## src/rtl/mtcps_ram.sv

```systemverilog
// ----------------------------------------------------------------------------
// mtcps_ram: generic single write, single read RAM
// One write port, one read port, read data registered.
// ----------------------------------------------------------------------------
`default_nettype none

module mtcps_ram #(
  parameter int WIDTH = 12,
  parameter int DEPTH = 20,
  localparam int AW   = (DEPTH > 1) ? $clog2(DEPTH) : 1
) (
  input  wire logic             clk,
  input  wire logic             we,
  input  wire logic [AW-1:0]    waddr,
  input  wire logic [WIDTH-1:0] wdata,
  input  wire logic [AW-1:0]    raddr,
  output logic      [WIDTH-1:0] rdata
);

  logic [WIDTH-1:0] mem [DEPTH];

  // write and registered read
  always_ff @(posedge clk) begin
    if (we) begin
      mem[waddr] <= wdata;
    end
    rdata <= mem[raddr];
  end

endmodule

`default_nettype wire

```

## config.mk

```make
export PLATFORM = sky130hd
export DESIGN_NAME = mtcps_ram
export DESIGN_NICKNAME = d
export VERILOG_FILES = /design/src/rtl/mtcps_ram.sv
export SDC_FILE = /design/constraint.sdc
export NUM_CORES = 1
export LEC_CHECK = 0
export BUFFER_PORTS_ARGS = -buffer_cell sky130_fd_sc_hd__buf_4
export CAP_MARGIN = 25
export CORE_UTILIZATION = 35
export CTS_CLUSTER_SIZE = 30
export DETAILED_ROUTE_END_ITERATION = 12
export PLACE_DENSITY = 0.54
export REMOVE_ABC_BUFFERS = 1
export SYNTH_ARGS = -nofsm -noshare
export SYNTH_HDL_FRONTEND = slang
export SYNTH_SLANG_ARGS = --single-unit
```

## constraint.sdc

```tcl
create_clock -name clk -period 2.95 [get_ports clk]
set_input_delay 0.1475 -clock clk [delete_from_list [all_inputs] [get_ports clk]]
set_output_delay 0.1475 -clock clk [all_outputs]
set_load 0.01 [all_outputs]
```

==> flow_summary.ini, run 1 <==
[drt]
vias_per_cell = 5.06
ant_nets = 0
wirelength_um = 19800
drc = 0
dr.pass1.iters = 4
drt_iter0_drc = 298
via_count = 4609
wl_per_cell_um = 21.7

[global_routing]
grt_util_all_layers_pct = 14.5
grt_pass1_wl_um = 30100
overflow = 0
grt_pass1_vias = 4843
antenna_found_initial = 0
grt_max_degree = 33

[min_path]
holdPathStages = 3
worst_hold_path_type = primary input to flip-flop

[placement]
pre_cts_slack_ns = 0.834
dp_hpwl_um = 12100
io_buffers = 35
dp.cells = 848
place_area_um2 = 10300
gp_congestion = 0.755

[yosys]
syn_area_um2 = 9570
yosysTopAreaCell = edfxtp_1
ys_seq_elements = 252
synth_top_area_share_pct = 75.3
ys_seq_area_share_pct = 77.8
avgSynthCellArea_um2 = 20.6
synth_area_leaders = edfxtp_1, mux4_2, mux2i_1, a22oi_1, dfxtp_1
synth_cell_types = 24
synth_cells = 465
ys_warn_count = 0

[job]
max_cap_viol_count = 0

[timing]
rsz0062_at_grt = no
post-route-period-util_pct = 54.7
max_freq_mhz = 620
finalSetupTns_ns = 0
period_minus_slack_ns = 1.61
finalSetupViolations = 0
worst_pin_slew_ns = 0.603
fin_ws_ns = 1.34
finalHoldViolCount = 0
slew_violations = 0
fin_skew_ns = 0.00466
slew_headroom_pct = 59.8

[setup_path]
path_cells = mux4_2 > mux2_2 > a22oi_1 > o21ai_1
slowest_stage = mux4_2
rr_worst_depth = 4
crit_required_ns = 3.35
path_class = flip-flop to flip-flop
start_kind = flip-flop
crit_fanout = 1
cp.arrival_ns = 2.01
cp-end-kind = flip-flop
cpPeakStageDelay_ns = 0.46

[clock_tree]
tritoncts = done
cts_buffer_depth = 3
cts_sinks = 252
clock_latency_ns = 0.52
root_buffer = clkbuf_16
cts_max_level = 1
clk_pin_slew_ns = 0.06
cts_buffers = 27

[cells_and_area]
diodes = 0
stdcell_count = 910
nets = 573
final_area_um2 = 11300
layout_commonest_cell = edfxtp_1
drive_above_1_share_pct = 27.4
final_cell_mix = edfxtp_1, buf_4, mux2i_1, mux4_2, a22oi_1
syn2layout_area_growth_pct = 18.1

[pwr]
vdd_ir_drop_max_uv = 475
leakagePower_nw = 3.80
p_per_area_nw_per_um2 = 667

[outcome]
status = finished, final reports clean

[die]
initial_core_util_pct = 35.6
die_area_um2 = 28000
coreArea_um2 = 26900
num_io_pins = 36
die_h_um = 167
die_width_um = 167
rows = 60
==> worst max-delay path: cells and delay by family, from the launching register on <==
| kind | cells | cell delay (ns) |
|---|---|---|
| mux | 2 | 0.76 |
| compound gates | 2 | 0.35 |
| flops | 1 | 0.38 |
==> path summary, 6_finish.rpt <==
kind,from,endpoint,slack [ns]
setup / recovery,mem[15][8],rdata[8],1.34
hold / removal,raddr[2],rdata[9],0.11
setup reg to reg,mem[15][8],rdata[8],1.34
hold reg to reg,mem[19][5],rdata[5],0.68
==> timing repair <==
action                                 4_1_cts  5_1_grt
buffers inserted                             0        0
endpoints found under the hold margin      221        0
gates resized for setup                      0        0
hold buffers                                13        0
==> report_power, final <==
part | internal [mW] | switching, mW
logic | 0.173 | 0.218
registers | 3.97 | 0.0221
clock network | 1.86 | 1.30
==> cells by family (layout without fill, tap and decap cells) <==
family	count (synthesis)	count (layout)	synth area share (%)
DFF	252	252	77.8
muxes	95	95	14.9
and+or+nand+nor	49	49	2.31
AOI/OAI and AO/OA	47	47	3.39
buffers and inverters	22	126	1.53
==> metrics by stage <==
stage / hold WS (ns) / util [%] / total power [mW]
after detailed placement: 0.507 / 38.4 / 4.46
after floorplan: 0.246 / - / 4.23
after CTS: 0.123 / 42.1 / 7.61
after global placement: 0.486 / 38.4 / 4.45
final: 0.112 / 42.1 / 7.54
after global routing: 0.148 / 42.1 / 7.78
==> cells in the mapped netlist <==
cell type	n
buf_2	2
or2_2	1
o21ai_1	3
buf_6	5
buf_4	2
clkbuf_1	10
o21ai_0	9
mux2_2	12
nand3_1	1
dfxtp_1	12
or3b_2	2
mux4_2	37
nand3b_1	3
nor2b_1	3
buf_12	1
nand2_1	14
a221oi_1	1
nor2_1	23
edfxtp_1	240
mux2i_1	46
or3_1	1
buf_1	2
and2_1	1
a22oi_1	34
==> metal layers <==
layer	vias up	track usage (%)	share of wire (%)
li1	2075	-	-
met1	2382	20.5	44
met2	119	23.6	48
met3	33	2.22	6.3
met4	0	3.71	2.2
met5	-	0	0
==> registers in the layout (all words and copies together), names as in the netlist <==
| name | cells |
|---|---|
| rdata | 12 |
| mem | 240 |
==> layout make-up <==
class,count,area (µm²)
flip-flops and latches,252,7450
multi-input cells,191,1970
clock buffers,34,742
clock inverters,15,101
repair buffers,77,611
fillers,2374,15600
well taps,341,427
Power figures use the tool's default switching activity.
==> inputs of run 2 (changes only) <==
==> constraint.sdc (replaced) <==
create_clock -name clk -period 1.7 [get_ports clk]
set_input_delay 0.085 -clock clk [delete_from_list [all_inputs] [get_ports clk]]
set_output_delay 0.085 -clock clk [all_outputs]
set_load 0.01 [all_outputs]
==> flow_summary.ini, run 2 (synthesis results as in run 1) <==
[outcome]
status = finished, final reports clean

[global_routing]
grt_pass1_vias = 4874
overflow = 0
met2_usage_pct = 25.6
antenna_found_initial = 0
use_met1_pct = 22.2
gr-usage-met3_pct = 1.96
grt-busiest-layer = met2
grt_max_degree = 29
grt_util_all_layers_pct = 15.6
grt_pass1_wl_um = 31800

[drt]
drt_iter0_drc = 317
wirelength_um = 21500
drc = 0
ant_nets = 0
via_count = 4746
dr.pass1.iters = 4
vias_per_cell = 5.15
wl_per_cell_um = 23.3

[job]
max_cap_viol_count = 0

[pwr]
p_per_area_nw_per_um2 = 1160
vdd_ir_drop_max_uv = 879
leakagePower_nw = 3.92
total_power_mw = 13.4

[cells_and_area]
nets = 584
top_register = mem
final_cell_mix = edfxtp_1, buf_4, mux2i_1, mux4_2, a22oi_1
layout_commonest_cell = edfxtp_1
drive_above_1_share_pct = 30.3
diodes = 0
stdcell_count = 921
reg_top3 = mem x240, rdata x12
largest_reg_flops = 240
syn2layout_area_growth_pct = 21.2
final_area_um2 = 11600
final_util_pct = 43.1

[placement]
io_buffers = 35
place_area_um2 = 10600
pre_cts_slack_ns = -0.229
dp_hpwl_um = 13000
gp_congestion = 0.738
dp.cells = 859

[die]
coreArea_um2 = 26900
die_area_um2 = 28000
die_width_um = 167
die_h_um = 167
initial_core_util_pct = 35.6
num_io_pins = 36
rows = 60

[timing]
post-route-period-util_pct = 96.5
worst_pin_slew_ns = 0.598
fin_skew_ns = 0.00989
holdWs_ns = 0.101
finalHoldViolCount = 0
finalSetupTns_ns = 0
finalSetupViolations = 0
slew_headroom_pct = 60.1
max_freq_mhz = 609
slew_violations = 0
rsz0062_at_grt = no
period_minus_slack_ns = 1.64
fin_ws_ns = 0.0588

[clock_tree]
post-cts-setup-buffers = 0
clk_pin_slew_ns = 0.06
clock_latency_ns = 0.53
root_buffer = clkbuf_16
cts_buffers = 26
cts_buffer_depth = 3
cts_max_level = 1
tritoncts = done
cts_sinks = 252

[setup_path]
cp.arrival_ns = 2.02
start_kind = flip-flop
r2r_slack_ns = 0.06
reg2reg_from = mem[12][2]
crit_fanout = 1
path_class = flip-flop to flip-flop
critPathLaunch = mem[12][2]
crit_required_ns = 2.08
cp-end-kind = flip-flop

[min_path]
worstHoldStart = raddr[3]
worst_hold_path_type = primary input to flip-flop
[run 2: final cells by class]
class,count,area (µm²)
clock inverter,13,145
fill,2346,15300
timing repair buffer,89,840
sequential,252,7450
tap,341,427
clock buffer,35,736
multi-input combinational,191,2000
[run 2: per-layer routing]
metal	vias to the layer above	routed length (µm)	part of all wire, %
met5	-	0	0
met2	115	10500	49
met4	0	458	2.1
met1	2496	9480	44
met3	38	1060	4.9
li1	2097	-	-
[run 2: final timing paths]
kind / end / depth (start not counted)
worst min register to register: rdata[6] / 3
worst max-delay path: rdata[2] / 4
worst min-delay path: rdata[3] / 4
worst max register to register: rdata[2] / 4
[run 2: timing repair]
action,in CTS,in global routing
endpoints found under the hold margin,240,0
pin swaps,0,1
hold buffers,12,0
setup endpoints to repair,3,4
gates resized for setup,3,4
[run 2: report_power, final]
group	internal, mW	total [mW]	switching [mW]
Sequential	6.89	6.93	0.0359
Combinational	0.333	0.740	0.406
Clock	3.49	5.77	2.28
Total	10.7	13.4	2.72
[run 2: critical path, cell delays in order (launching register included)]
cell	delay, ns
edfxtp_1	0.38
mux4_2	0.45
mux2_2	0.32
a22oi_2	0.22
o21ai_1	0.14
==> inputs of run 3 (changes only) <==
--- a/config.mk
+++ b/config.mk
@@ -8,9 +8,8 @@
 export BUFFER_PORTS_ARGS = -buffer_cell sky130_fd_sc_hd__buf_4
 export CAP_MARGIN = 25
 export CORE_UTILIZATION = 35
-export CTS_CLUSTER_SIZE = 30
 export DETAILED_ROUTE_END_ITERATION = 12
-export PLACE_DENSITY = 0.54
+export PLACE_DENSITY = 0.56
 export REMOVE_ABC_BUFFERS = 1
 export SYNTH_ARGS = -nofsm -noshare
 export SYNTH_HDL_FRONTEND = slang
==> constraint.sdc (replaced) <==
create_clock -name clk -period 1.47 [get_ports clk]
set_input_delay 0.0735 -clock clk [delete_from_list [all_inputs] [get_ports clk]]
set_output_delay 0.0735 -clock clk [all_outputs]
set_load 0.01 [all_outputs]
==> flow_summary.ini, run 3 (synthesis results as in run 1) <==
[outcome]
status = finished, violations left
violations = setup timing

[drt]
drt_iter0_drc = 455
drc = 0
vias_per_cell = 5.14
wl_per_cell_um = 22.8
ant_nets = 0
via_count = 4853
wirelength_um = 21600
dr.pass1.iters = 4

[die]
num_io_pins = 36
coreArea_um2 = 26900
die_width_um = 167
die_area_um2 = 28000
initial_core_util_pct = 35.6
die_h_um = 167
rows = 60

[global_routing]
gr-usage-met3_pct = 2.91
use_met1_pct = 22.5
antenna_found_initial = 0
met2_usage_pct = 25.5
grt_max_degree = 21
grt-busiest-layer = met2
grt_util_all_layers_pct = 15.8
overflow = 0
grt_pass1_vias = 5010
grt_pass1_wl_um = 32500

[timing]
fin_ws_ns = -0.134
finalHoldViolCount = 0
slew_violations = 0
max_freq_mhz = 623
worst_pin_slew_ns = 0.661
slew_headroom_pct = 55.9
finalSetupViolations = 9
period_minus_slack_ns = 1.60
rsz0062_at_grt = yes
fin_skew_ns = 0.0134
finalSetupTns_ns = -0.556
post-route-period-util_pct = 109

[setup_path]
cp.arrival_ns = 2.00
reg2reg_from = mem[12][3]
r2r_end = rdata[3]
path_class = flip-flop to flip-flop
rr_worst_depth = 4
start_kind = flip-flop
cp-end-kind = flip-flop
crit_required_ns = 1.86
r2r_slack_ns = -0.13
crit_fanout = 1

[cells_and_area]
layout_commonest_cell = edfxtp_1
final_area_um2 = 11800
largest_reg_flops = 240
final_cell_mix = edfxtp_1, buf_4, mux2i_1, mux4_2, clkbuf_16
drive_above_1_share_pct = 33.5
multi_input_area_um2 = 2090
diodes = 0
nets = 608
reg_top3 = mem x240, rdata x12
regArea_um2 = 7450
n_fill_cell = 2307
top_register = mem
syn2layout_area_growth_pct = 23.3

[placement]
gp_congestion = 0.790
io_buffers = 35
dp_hpwl_um = 14300
place_area_um2 = 10700

[clock_tree]
cts_buffers = 26
clk_pin_slew_ns = 0.06
tritoncts = done
cts_max_level = 1
cts_buffer_depth = 3
clock_latency_ns = 0.52
root_buffer = clkbuf_16
cts_sinks = 252

[pwr]
leakagePower_nw = 4.07
p_per_area_nw_per_um2 = 1300
vdd_ir_drop_max_uv = 889

[min_path]
worstHoldStart = raddr[4]
worst_hold_path_type = primary input to flip-flop
holdPathStages = 4
holdPathEnd = rdata[10]

[job]
max_cap_viol_count = 0
[run 3: routing by layer]
| metal | vias to the layer above | part of all wire, % |
|---|---|---|
| met2 | 135 | 48 |
| met5 | - | 0 |
| met3 | 29 | 5.8 |
| li1 | 2148 | - |
| met4 | 0 | 1.7 |
| met1 | 2541 | 45 |
[run 3: where the power goes]
group	switching [mW]	internal, mW
registers	0.0388	7.97
logic	0.511	0.442
clock network	2.58	3.76
[run 3: how the worst max path moves through the flow]
stage               depth (start not counted)        from         to  slack (ns)
floorplan                                   2    waddr[1]  mem[0][0]       -0.06
global placement                            8    raddr[0]   rdata[4]       -0.50
detailed placement                          6    raddr[0]   rdata[3]       -0.50
CTS                                         4  mem[12][3]   rdata[3]       -0.14
global route                                4   mem[6][3]   rdata[3]       -0.20
finish                                      4  mem[12][3]   rdata[3]       -0.13
[run 3: through the flow]
stage	utilization, %	power (mW)	setup WS [ns]	hold WS (ns)	std cells
6_report	43.9	15.3	-0.134	0.105	944
5_1_grt	43.9	15.8	-0.197	0.115	944
4_1_cts	43.8	15.4	-0.144	0.0676	943
3_5_place_dp	40.0	9.05	-0.498	0.445	885
3_3_place_gp	39.9	9.03	-0.498	0.426	884
2_1_floorplan	-	8.48	-0.0637	0.172	443
[run 3: layout make-up]
class	count	area share (%)
Clock buffer	37	6.13
Sequential cell	252	63.1
Clock inverter	10	0.816
Multi-Input combinational cell	191	17.7
Tap cell	341	3.62
Timing Repair Buffer	113	8.64
[run 3: repair_timing]
item / in CTS / in global routing
buffers inserted: 0 / 0
pin swaps: 13 / 2
gates resized for setup: 31 / 3
hold endpoints to repair: 240 / 0
hold buffers: 12 / 0
setup endpoints to repair: 12 / 12
[run 3: worst max-delay path, stage by stage, from the launching register on]
cell      delay, ns
edfxtp_1       0.37
mux4_2         0.49
mux2_4         0.28
a22oi_2        0.23
o21ai_1        0.10
